### config.mk
export PLATFORM = sky130hd
export DESIGN_NAME = rmq_sqrt
export DESIGN_NICKNAME = d
export VERILOG_FILES = /design/src/hdl/rmq_pkg.sv /design/src/hdl/rmq_sqrt.sv
export SDC_FILE = /design/constraint.sdc
export NUM_CORES = 2
export LEC_CHECK = 0
export ABC_AREA = 0
export BUFFER_PORTS_ARGS = -buffer_cell sky130_fd_sc_hd__buf_2
export CAP_MARGIN = 30
export CORE_UTILIZATION = 35
export CTS_CLUSTER_SIZE = 14
export DETAILED_ROUTE_END_ITERATION = 10
export PLACE_DENSITY = 0.5
export SYNTH_ARGS = -nofsm -noshare
export SYNTH_HDL_FRONTEND = slang
export SYNTH_SLANG_ARGS = --single-unit
### constraint.sdc
create_clock -name clk -period 3.1 [get_ports clk]
set_input_delay 0.155 -clock clk [delete_from_list [all_inputs] [get_ports clk]]
set_output_delay 0.155 -clock clk [all_outputs]
set_load 0.02 [all_outputs]
### src/hdl/rmq_pkg.sv
package rmq_pkg;

  localparam int DataWidth = 16;
  localparam int FracBits  = 14;

  // root argument: up to 3*2^15 + 2^14, shifted by FracBits
  localparam int ArgW  = DataWidth + 3;
  localparam int RadW  = ArgW + FracBits;          // 33
  localparam int RadWE = RadW + (RadW % 2);        // even
  localparam int RootW = RadWE / 2;                // 17
  localparam int DiffW = DataWidth + 1;            // signed numerator
  localparam int MagW  = DataWidth;                // |d| <= 2^16 needs 17 bits, one more than MagW
  localparam int NumW  = DiffW + FracBits + 1;     // (mag<<F)+s
  localparam int DenW  = RootW + 1;
  localparam int QW    = NumW;

  localparam logic [1:0] PathTrace = 2'd0;
  localparam logic [1:0] PathX     = 2'd1;
  localparam logic [1:0] PathY     = 2'd2;
  localparam logic [1:0] PathZ     = 2'd3;

  typedef struct packed {
    logic signed [DataWidth-1:0] m11;
    logic signed [DataWidth-1:0] m12;
    logic signed [DataWidth-1:0] m13;
    logic signed [DataWidth-1:0] m21;
    logic signed [DataWidth-1:0] m22;
    logic signed [DataWidth-1:0] m23;
    logic signed [DataWidth-1:0] m31;
    logic signed [DataWidth-1:0] m32;
    logic signed [DataWidth-1:0] m33;
  } in_word_t;

  typedef struct packed {
    logic signed [DataWidth-1:0] quat_w;
    logic signed [DataWidth-1:0] quat_x;
    logic signed [DataWidth-1:0] quat_y;
    logic signed [DataWidth-1:0] quat_z;
    logic [1:0]                  path_taken;
  } out_word_t;

  // front end result: root argument, three signed numerators in w,x,y,z slots
  typedef struct packed {
    logic                     vld;
    logic [RadWE-1:0]         rad;
    logic [1:0]               path;
    logic signed [DiffW:0]    nw;
    logic signed [DiffW:0]    nx;
    logic signed [DiffW:0]    ny;
    logic signed [DiffW:0]    nz;
  } front_t;

  // root stage to divider
  typedef struct packed {
    logic                     vld;
    logic [RootW-1:0]         s;
    logic [1:0]               path;
    logic signed [DiffW:0]    nw;
    logic signed [DiffW:0]    nx;
    logic signed [DiffW:0]    ny;
    logic signed [DiffW:0]    nz;
  } root_t;

endpackage

### src/hdl/rmq_sqrt.sv
module rmq_sqrt
  import rmq_pkg::*;
(
  input  logic   clk,
  input  logic   rst_n,
  input  front_t din,
  output root_t  dout
);

  // one result bit per stage, restoring square root
  localparam int Steps = RootW;
  localparam int RemW  = RootW + 2;

  logic                      vld_r  [Steps+1];
  logic [RadWE-1:0]          rad_r  [Steps+1];
  logic [RemW-1:0]           rem_r  [Steps+1];
  logic [RootW-1:0]          root_r [Steps+1];
  logic [1:0]                path_r [Steps+1];
  logic signed [DiffW:0]     nw_r [Steps+1];
  logic signed [DiffW:0]     nx_r [Steps+1];
  logic signed [DiffW:0]     ny_r [Steps+1];
  logic signed [DiffW:0]     nz_r [Steps+1];

  always_comb begin
    vld_r[0]  = din.vld;
    rad_r[0]  = din.rad;
    rem_r[0]  = '0;
    root_r[0] = '0;
    path_r[0] = din.path;
    nw_r[0] = din.nw; nx_r[0] = din.nx; ny_r[0] = din.ny; nz_r[0] = din.nz;
  end

  for (genvar g = 0; g < Steps; g++) begin : g_stage
    logic [RemW-1:0] rem_nxt, trial;
    always_comb begin
      rem_nxt = {rem_r[g][RemW-3:0], rad_r[g][RadWE-1 -: 2]};
      trial   = RemW'({root_r[g], 2'b01});
    end
    always_ff @(posedge clk) begin
      if (!rst_n) vld_r[g+1] <= 1'b0;
      else        vld_r[g+1] <= vld_r[g];
      rad_r[g+1] <= rad_r[g] << 2;
      if (rem_nxt >= trial) begin
        rem_r[g+1]  <= rem_nxt - trial;
        root_r[g+1] <= {root_r[g][RootW-2:0], 1'b1};
      end else begin
        rem_r[g+1]  <= rem_nxt;
        root_r[g+1] <= {root_r[g][RootW-2:0], 1'b0};
      end
      path_r[g+1] <= path_r[g];
      nw_r[g+1] <= nw_r[g]; nx_r[g+1] <= nx_r[g];
      ny_r[g+1] <= ny_r[g]; nz_r[g+1] <= nz_r[g];
    end
  end

  always_comb begin
    dout.vld  = vld_r[Steps];
    dout.s    = root_r[Steps];
    dout.path = path_r[Steps];
    dout.nw = nw_r[Steps]; dout.nx = nx_r[Steps];
    dout.ny = ny_r[Steps]; dout.nz = nz_r[Steps];
  end

endmodule

==> results by group <==
Synth
  – Cell variety after synth: 84
  – Yosys reg bits: approximately 1900
  – EDFF count, synth: 0
  – Sequential-to-total area share from yosys stat: around 77%
  – Cells after synthesis: 3726
  – Ys Warns: 0
  – Mean post-synth cell area: between 10 and 15 µm²
  – Asr flop ratio synth: 0%
  – Ys flop type: dfxtp_1
  – Post-synthesis net count: between 4000 and 5000
  – Post-Syn Area: between 0.05 and 0.06 mm²

Timing
  – Relative slew slack: a little under three fifths
  – RSZ-0062 raised after global routing: false
  – Setup Viol. Count Final: 0
  – Final hold vios: 0
  – Final Cycle Share: 88.3%
  – Worst Skew: 61.1 ps
  – Worst-Margin Slew: about 640 ps
  – Max-slew violation count: 0
  – Maximum clock rate: about 370 MHz
  – Minimum clock period: approximately 2700 ps
  – Setup_tns: 0 ps

CTS
  – Clock sink count: approximately 2000
  – CTS tree: built
  – Clock Tree Buf Depth: 3
  – # H-tree levels: 4
  – Reg clk slew, reported paths: approximately 60 ps
  – Num CTS Buffers: 193
  – Root Driver: clkbuf_16
  – Skew-Pair Late Insertion Delay: about 800 ps

Critical path
  – Crit path max-delay family: compound AO/OA/AOI/OAI gates
  – Worst EP required: ~3800 ps
  – Worst Path Buf+Inv: 2
  – CP max-delay cell: ha_1
  – CP endpoint kind: register
  – Worst setup path class: reg -> reg
  – Cell Chain, Critical Path: inv_1 -> ha_1 -> and4_1 -> nand4_1 -> o31ai_1 -> a21o_1 -> a31o_2 -> buf_4 -> o21ai_0 -> o21a_1
  – Startpoint types: register
  – Critical path's largest stage delay: ~410 ps
  – CP arrival: between 3000 and 4000 ps
  – CP Max Fanout: 18

Drt
  – DR iter-0 viols: just under 800
  – Via count: 25300
  – DR WL/cell: roughly 11 µm
  – Post-Route WL: a little over 70 mm
  – DRT antenna net count: 0
  – Vias/cell: about 4
  – Initial DRT Pass Iterations: 5
  – DRC violations left: 0

Global route
  – Global-route wire length before repair: around 120 mm
  – Total grt overflow: 0
  – Largest net degree at the start of global routing: 31
  – Total GRT Usage: slightly below 10%
  – Initial antenna violation count: 0
  – Number of global-route vias before repair: between 20000 and 30000

Finish
  – Reg area: between 0.03 and 0.04 mm²
  – Commonest non-fill, non-tap cells in the layout: dfxtp_1 (1947), dlygate4sd3_1 (220), inv_1 (213)
  – Multi-input logic area: approximately 0.01 mm²
  – Fin cells: between 6000 and 7000
  – Synth-to-Final Area Change: 23.0%
  – Share of layout cells above drive strength 1: between 10% and 20%
  – Nets: ~4500
  – Most common cell after layout, fill and taps aside: dfxtp_1
  – Final Instance Area: 0.0622 mm²
  – Diodes inserted: 0
  – Fillcell total: roughly 13000

Placement
  – Post-DP Area: 0.0533 mm²
  – DP HPWL: ~45 mm
  – Cells after DPL: 5731
  – Placer Congestion: 0.834
  – Count of input and output buffers: ~200

Floorplan
  – Die Area: about 0.15 mm²
  – # IOs: 203
  – Die extent in y: ~380 µm
  – Rows: roughly 140
  – Core Area: roughly 0.14 mm²
  – Initial Util: 35.3%
  – Die X: 382 µm

Power
  – Total Power: roughly 60000 µW
  – VDD IR-drop max: between 0.6 and 0.7 mV
  – Power per Cell Area: ~940 mW/mm²
  – Leak: between 0.02 and 0.03 µW

Job
  – Max Cap Viol: 0

Status
  – Status: complete, no violations

Min path
  – HP Class: in -> reg
[Yosys cell counts (all sizes together) (4+ instances only)]
master	instances	area share, %
or2	10	0.12
o31ai	15	0.22
a21o	43	0.64
a21oi	164	1.6
dfxtp	1947	77
a211oi	10	0.16
nand2	134	1.0
a31oi	12	0.18
a211o	4	0.069
a2111oi	4	0.094
a21boi	10	0.15
nand4b	4	0.069
xnor2	84	1.5
nand4	26	0.32
a31o	9	0.16
nand2b	21	0.26
o21a	41	0.61
nand3	30	0.34
ha	168	4.2
nor4	25	0.38
nor2	161	1.2
buf	103	1.5
nor3	51	0.50
inv	215	1.6
or4	10	0.16
o31a	4	0.069
nand3b	5	0.074
nor2b	31	0.38
xor2	81	1.4
clkbuf	9	0.067
mux2	24	0.53
mux2i	7	0.14
and2	36	0.44
or3	27	0.34
and3	14	0.18
o211ai	14	0.22
o41ai	4	0.084
o21ai	121	1.2
o21bai	4	0.059
[worst register-to-register path, cell delays in order (launching register included)]
cell     delay [ps]
dfxtp_1         320
inv_1            40
ha_1            410
and4_1          380
nand4_1         210
o31ai_1         370
a21o_1          140
a31o_2          310
buf_4           250
o21ai_0         100
o21a_1          100
[power breakdown]
group | switching [µW] | total (µW) | internal, µW
clock network | 9590 | 23600 | 14000
registers | 1150 | 28700 | 27600
logic | 3190 | 6060 | 2870
[per-stage QoR]
stage                     setup slack (ps)  hold WS, ps  utilization (%)
after CTS                              342         2.90             43.4
final                                  362          104             43.4
after global routing                   152         52.4             43.4
after detailed placement               369          259             37.1
after floorplan                        859          183                -
after global placement                 377          257             37.1
[final timing paths]
path	from	to	slack (ps)	cells past startpoint
max	g_stage[14].trial[11]	g_stage[15].rem_nxt[5]	360	10
max reg2reg	g_stage[14].trial[11]	g_stage[15].rem_nxt[5]	360	10
min reg2reg	rad_r[487]	rad_r[455]	290	0
min	din[107]	g_stage[1].trial[2]	100	3
[per-layer routing]
metal  share of wire [%]  vias up  wire length, µm  global-route usage, %
met4                 4.8        0             3370                   6.01
met2                  47      395            33100                   16.4
met1                  43    11400            30600                   10.8
met5                   0        -                0                      0
met3                 4.9      211             3440                   3.02
li1                    -    13200                -                      -
[sequential cells by signal (all words and copies together), names as in the netlist]
name and flops:
rad_r 240, g_stage.trial 136, nz_r 288, nw_r 288
dout 92, path_r 32, vld_r 16, g_stage.rem_nxt 279
ny_r 288, nx_r 288
[cells by family after synthesis]
| logic type | Yosys count | synth area share, % |
|---|---|---|
| buffers and inverters | 327 | 3.20 |
| AOI/OAI and AO/OA | 491 | 6.12 |
| muxes | 31 | 0.672 |
| xor gates and xnor gates | 165 | 2.86 |
| adders and majority gates | 168 | 4.15 |
| and+or+nand+nor | 596 | 5.98 |
| other | 1 | 0.00741 |
| DFF | 1947 | 77.0 |
[timing repair]
action,4_1_cts,5_1_grt
endpoints found under the setup margin,0,0
hold buffers,220,0
gates resized for setup,0,0
buffers inserted,0,0
hold endpoints to repair,126,0
[area by class of cell]
class / instances / share of cell area, %
Clock buffer: 273 / 8.85
Clock inverter: 82 / 2.00
Timing Repair Buffer: 434 / 5.31
Sequential cell: 1947 / 62.6
Multi-Input combinational cell: 1452 / 16.1
Inverter: 215 / 1.30
Tap cell: 1903 / 3.83
Power figures use the tool's default switching activity.
