**src/hdl/rmq_pkg.sv**
```systemverilog
package rmq_pkg;

  localparam int DataWidth = 16;
  localparam int FracBits  = 14;

  // root argument: up to 3*2^15 + 2^14, shifted by FracBits
  localparam int ArgW  = DataWidth + 3;
  localparam int RadW  = ArgW + FracBits;          // 33
  localparam int RadWE = RadW + (RadW % 2);        // even
  localparam int RootW = RadWE / 2;                // 17
  localparam int DiffW = DataWidth + 1;            // signed numerator
  localparam int MagW  = DataWidth;                // |d| <= 2^16 needs 17 bits, one more than MagW
  localparam int NumW  = DiffW + FracBits + 1;     // (mag<<F)+s
  localparam int DenW  = RootW + 1;
  localparam int QW    = NumW;

  localparam logic [1:0] PathTrace = 2'd0;
  localparam logic [1:0] PathX     = 2'd1;
  localparam logic [1:0] PathY     = 2'd2;
  localparam logic [1:0] PathZ     = 2'd3;

  typedef struct packed {
    logic signed [DataWidth-1:0] m11;
    logic signed [DataWidth-1:0] m12;
    logic signed [DataWidth-1:0] m13;
    logic signed [DataWidth-1:0] m21;
    logic signed [DataWidth-1:0] m22;
    logic signed [DataWidth-1:0] m23;
    logic signed [DataWidth-1:0] m31;
    logic signed [DataWidth-1:0] m32;
    logic signed [DataWidth-1:0] m33;
  } in_word_t;

  typedef struct packed {
    logic signed [DataWidth-1:0] quat_w;
    logic signed [DataWidth-1:0] quat_x;
    logic signed [DataWidth-1:0] quat_y;
    logic signed [DataWidth-1:0] quat_z;
    logic [1:0]                  path_taken;
  } out_word_t;

  // front end result: root argument, three signed numerators in w,x,y,z slots
  typedef struct packed {
    logic                     vld;
    logic [RadWE-1:0]         rad;
    logic [1:0]               path;
    logic signed [DiffW:0]    nw;
    logic signed [DiffW:0]    nx;
    logic signed [DiffW:0]    ny;
    logic signed [DiffW:0]    nz;
  } front_t;

  // root stage to divider
  typedef struct packed {
    logic                     vld;
    logic [RootW-1:0]         s;
    logic [1:0]               path;
    logic signed [DiffW:0]    nw;
    logic signed [DiffW:0]    nx;
    logic signed [DiffW:0]    ny;
    logic signed [DiffW:0]    nz;
  } root_t;

endpackage

```
**src/hdl/rmq_front.sv**
```systemverilog
module rmq_front
  import rmq_pkg::*;
(
  input  logic     clk,
  input  logic     rst_n,
  input  logic     vld_in,
  input  in_word_t din,
  output front_t   dout
);

  front_t dout_r, dout_nxt;

  logic signed [ArgW-1:0] tr, a, one;
  logic signed [ArgW-1:0] d11, d22, d33;
  logic signed [DiffW:0]  sub_a, sub_b, sub_c, add_a, add_b, add_c;
  logic [1:0]             axis;

  always_comb begin
    one = ArgW'(1) <<< FracBits;
    d11 = ArgW'(din.m11);
    d22 = ArgW'(din.m22);
    d33 = ArgW'(din.m33);
    tr  = d11 + d22 + d33;
    // off-diagonal sums and differences
    sub_a = (DiffW+1)'(din.m23) - (DiffW+1)'(din.m32);
    sub_b = (DiffW+1)'(din.m31) - (DiffW+1)'(din.m13);
    sub_c = (DiffW+1)'(din.m12) - (DiffW+1)'(din.m21);
    add_a = (DiffW+1)'(din.m23) + (DiffW+1)'(din.m32);
    add_b = (DiffW+1)'(din.m31) + (DiffW+1)'(din.m13);
    add_c = (DiffW+1)'(din.m12) + (DiffW+1)'(din.m21);
    // largest diagonal, ties keep lower axis
    axis = PathX;
    if (din.m22 > din.m11) axis = PathY;
    if (axis == PathX) begin
      if (din.m33 > din.m11) axis = PathZ;
    end else begin
      if (din.m33 > din.m22) axis = PathZ;
    end
    dout_nxt.vld = vld_in;
    if (tr > 0) begin
      a = tr + one;
      dout_nxt.path = PathTrace;
      dout_nxt.nw = '0;
      dout_nxt.nx = sub_a;
      dout_nxt.ny = sub_b;
      dout_nxt.nz = sub_c;
    end else begin
      dout_nxt.path = axis;
      case (axis)
        PathX: begin
          a = d11 - d22 - d33 + one;
          dout_nxt.nw = sub_a; dout_nxt.nx = '0;
          dout_nxt.ny = add_c; dout_nxt.nz = add_b;
        end
        PathY: begin
          a = d22 - d33 - d11 + one;
          dout_nxt.nw = sub_b; dout_nxt.nx = add_c;
          dout_nxt.ny = '0;    dout_nxt.nz = add_a;
        end
        default: begin
          a = d33 - d11 - d22 + one;
          dout_nxt.nw = sub_c; dout_nxt.nx = add_b;
          dout_nxt.ny = add_a; dout_nxt.nz = '0;
        end
      endcase
    end
    // clamp negative argument
    if (a <= 0) dout_nxt.rad = '0;
    else        dout_nxt.rad = RadWE'({a[ArgW-2:0], {FracBits{1'b0}}});
  end

  always_ff @(posedge clk) begin
    if (!rst_n) dout_r.vld <= 1'b0;
    else        dout_r.vld <= dout_nxt.vld;
    dout_r.rad  <= dout_nxt.rad;
    dout_r.path <= dout_nxt.path;
    dout_r.nw   <= dout_nxt.nw;
    dout_r.nx   <= dout_nxt.nx;
    dout_r.ny   <= dout_nxt.ny;
    dout_r.nz   <= dout_nxt.nz;
  end

  assign dout = dout_r;

endmodule

```
**config.mk**
```make
export PLATFORM = sky130hd
export DESIGN_NAME = rmq_front
export DESIGN_NICKNAME = d
export VERILOG_FILES = /design/src/hdl/rmq_pkg.sv /design/src/hdl/rmq_front.sv
export SDC_FILE = /design/constraint.sdc
export NUM_CORES = 1
export LEC_CHECK = 0
export BUFFER_PORTS_ARGS = -buffer_cell sky130_fd_sc_hd__buf_2
export CORE_ASPECT_RATIO = 0.7
export CORE_UTILIZATION = 45
export CTS_CLUSTER_DIAMETER = 120
export DETAILED_ROUTE_END_ITERATION = 6
export GPL_TIMING_DRIVEN = 0
export PLACE_DENSITY = 0.66
export SYNTH_ARGS = -nofsm -noshare
export SYNTH_HDL_FRONTEND = slang
export SYNTH_SLANG_ARGS = --single-unit
```
**constraint.sdc**
```tcl
create_clock -name clk -period 7.4 [get_ports clk]
set_input_delay 0.37 -clock clk [delete_from_list [all_inputs] [get_ports clk]]
set_output_delay 0.37 -clock clk [all_outputs]
set_load 0.01 [all_outputs]
```
==> metrics.md <==
| Metric | Value |
|---|---|
| Mapped Cells | 1,871 |
| Drt total wl | 50,800 um |
| Via Count | 14,400 |
| CTS Hold Bufs | 0 |
| Slowest-stage cell, CP | fa_1 |
| Most frequent cells in the layout | ha_1 (294), buf_2 (247), inv_1 (229) |
| Outcome | finished clean |
| Cell area after synthesis | 15,800 sq um |
| Finished Core Util | 52.8% |
| Wire length per cell | 19.5 um |
| Antenna viol nets, final | 0 |
| Avg Synthesized Cell Area | 8.43 sq um |
| Max Clock Freq | 180 MHz |
| WHS Path Cells | 2 |
| Tot GR Track Use | 28.0% |
| Setup repair bufs after CTS | 0 |
| Core area | 34,000 sq um |
| Arr. time, crit path | 5.83 ns |
| VDD IR max | 0.000147 V |
| Worst Hold Launch | vld_in |
| Num Clock Sinks | 89 |
| Ys async rst share | 0% |
| Worst Hold End | dout[108]$_SDFF_PN0_ |
| Final Max Tran Viols | 0 |
| Post-CTS sizing | 0 |
| Worst Path Class, Setup | in2reg |
| EDFF count, synth | 0 |
| Worst hold path class | in2reg |
| Clock-pin slew on the worst setup and hold paths | 0.06 ns |
| Relative slew slack | 21.4% |
| First-pass GRT wire length | 76,100 um |
| Leakage | 8.91 nW |
| Commonest non-fill, non-tap cell in the layout | ha_1 |
| Die Area | 35,800 sq um |
| RSZ-0062 raised after global routing | no |
| DRT iter0 DRCs | 1,447 |
| Final setup vio count | 0 |
| Post-synthesis sequential area ratio | 11.3% |
| DR pass1 iterations | 6 |
| Critical path endpoint category | flop |
| Max cap viols | 0 |
| Startpoint Class | primary input |
| Number of buffers added on ports | 239 |
| Grt total ovfl | 0 |
| GP Congestion | 0.976 |
| I/O pin count | 256 |
| Total negative slack | 0 ns |
| Main synth FF type | dfxtp_1 |
| TritonCTS clock tree | yes |
| Num CTS Buffers | 9 |
| Crit-path most repeated cell | inv_1 |
| Worst path max stage delay | 0.55 ns |
| Synth-to-layout area growth | 13.7% |
| Antenna violations before repair | 8 |
| Worst hold margin | 0.219 ns |
| Crit share post-route | 75.1% |
| DR DRC count | 0 |
| Die Ht | 159 um |
| Vias in the first global route | 13,500 |
| Die width | 226 um |
| Clock Path Buffers | 2 |
| Yosys warning total | 0 |
| Unique masters post-synth | 95 |
| Root buffer cell | clkbuf_16 |
| Worst path cell trace | buf_2 > inv_1 > fa_1 > inv_1 > ha_1 > a21bo_1 > a221oi_2 > o31ai_4 > a211oi_2 > o211ai_1 > and3_1 > inv_1 > ha_1 > nand2_1 > nor3_1 > nand4_1 > nor4_1 > and4bb_4 > a21bo_1 > buf_6 > buf_6 > mux2i_1 |
| Clock period minus worst slack | 5.55 ns |
| P per Cell Area | 215 nW/um^2 |
| Crit Path Max Fanout | 10 |
| H-tree depth | 3 |
| #FFs+latches synth | 89 |
| Final Total Pwr | 3.86 mW |
| Final Hold Fails | 0 |
| Number of flip-flops in the largest register | 89 |
| Critical Path RT | 7.67 ns |
| Slew @ Worst Pin | 1.16 ns |
| Placed wire-length estimate | 43,300 um |
| Layout net count | 2,651 |
| Layout cells sized above 1 | 17.5% |
| Via-to-Cell Ratio | 5.52 |
| Largest net degree at the start of global routing | 17 |
| Initial core utilization | 46.4% |
| Core Rows | 56 |
[through the flow]
step / cells / setup WS, ns / instance area [sq um]
5_1_grt: 2606 / 1.35 / 17900
3_5_place_dp: 2589 / 1.65 / 17600
6_report: 2609 / 1.85 / 17900
2_1_floorplan: 1886 / 2.93 / 15800
3_3_place_gp: 2589 / 1.66 / 17600
4_1_cts: 2605 / 2.02 / 17900
[how the worst max path moves through the flow]
stage | slack [ns] | from | endpoint | cells after the start
after floorplan | 2.93 | din[2] | dout[12]$_DFF_P_ | 22
after global placement | 1.66 | din[2] | dout[94]$_SDFF_PP0_ | 23
after detailed placement | 1.65 | din[4] | dout[94]$_SDFF_PP0_ | 22
after CTS | 2.02 | din[4] | dout[94]$_SDFF_PP0_ | 22
after global routing | 1.35 | din[2] | dout[94]$_SDFF_PP0_ | 23
final | 1.85 | din[4] | dout[11]$_DFF_P_ | 22
[synth_stat cells (24+ instances only)]
cell type    n  area, sq um
ha_1       294         3680
inv_1      229          860
nor2_1     164          616
a21oi_1     95          475
xnor2_1     90          788
dfxtp_1     89         1780
fa_1        74         1480
nand2_1     63          236
o21ai_0     61          305
nor3_1      51          255
clkbuf_1    44          165
mux2i_1     38          380
o22ai_1     38          238
nor2b_1     37          231
mux2_4      32          480
xor2_1      31          272
o21a_1      25          188
a21o_1      24          180
nand3_1     24          120
[worst max-delay path: cells and delay by family]
family / cells / cell delay, ns
buf+inv: 6 / 0.92
mux: 1 / 0.30
fa+ha+maj: 3 / 1.25
simple gates: 6 / 1.58
compound gates: 6 / 1.38
[metal layers]
layer	vias to the layer above	wire length [um]	GRT usage [%]	share of wire [%]
met5	-	41	0	0.081
met1	6794	26100	43.7	51
met3	43	4470	5.67	8.8
li1	6973	-	-	-
met4	6	593	4.47	1.2
met2	586	19600	39.2	39
[logic make-up after synthesis]
| family | synth area share (%) |
|---|---|
| AOI/OAI and AO/OA | 20.1 |
| xor gates and xnor gates | 6.72 |
| adders and majority gates | 32.8 |
| buffers and inverters | 8.78 |
| DFF | 11.3 |
| muxes | 6.17 |
| other | 0.0238 |
| and+or+nand+nor | 14.1 |
[layout make-up]
type	instances	area [sq um]
Multi-Input combinational cell	1482	12700
Timing Repair Buffer	239	1200
Buffer	86	526
Clock inverter	6	71.3
Fill cell	3302	16100
Sequential cell	89	1780
Antenna cell	4	10.0
Tap cell	464	581
Clock buffer	10	239
Inverter	229	860
[power breakdown]
part,total (mW),switching [mW],leakage [nW],internal [mW]
registers,0.717,0.0547,0.746,0.662
clock network,0.500,0.226,0.146,0.275
logic,2.64,1.54,8.02,1.10
total,3.86,1.82,8.91,2.04
No activity file was read; power rests on OpenSTA's default activity.
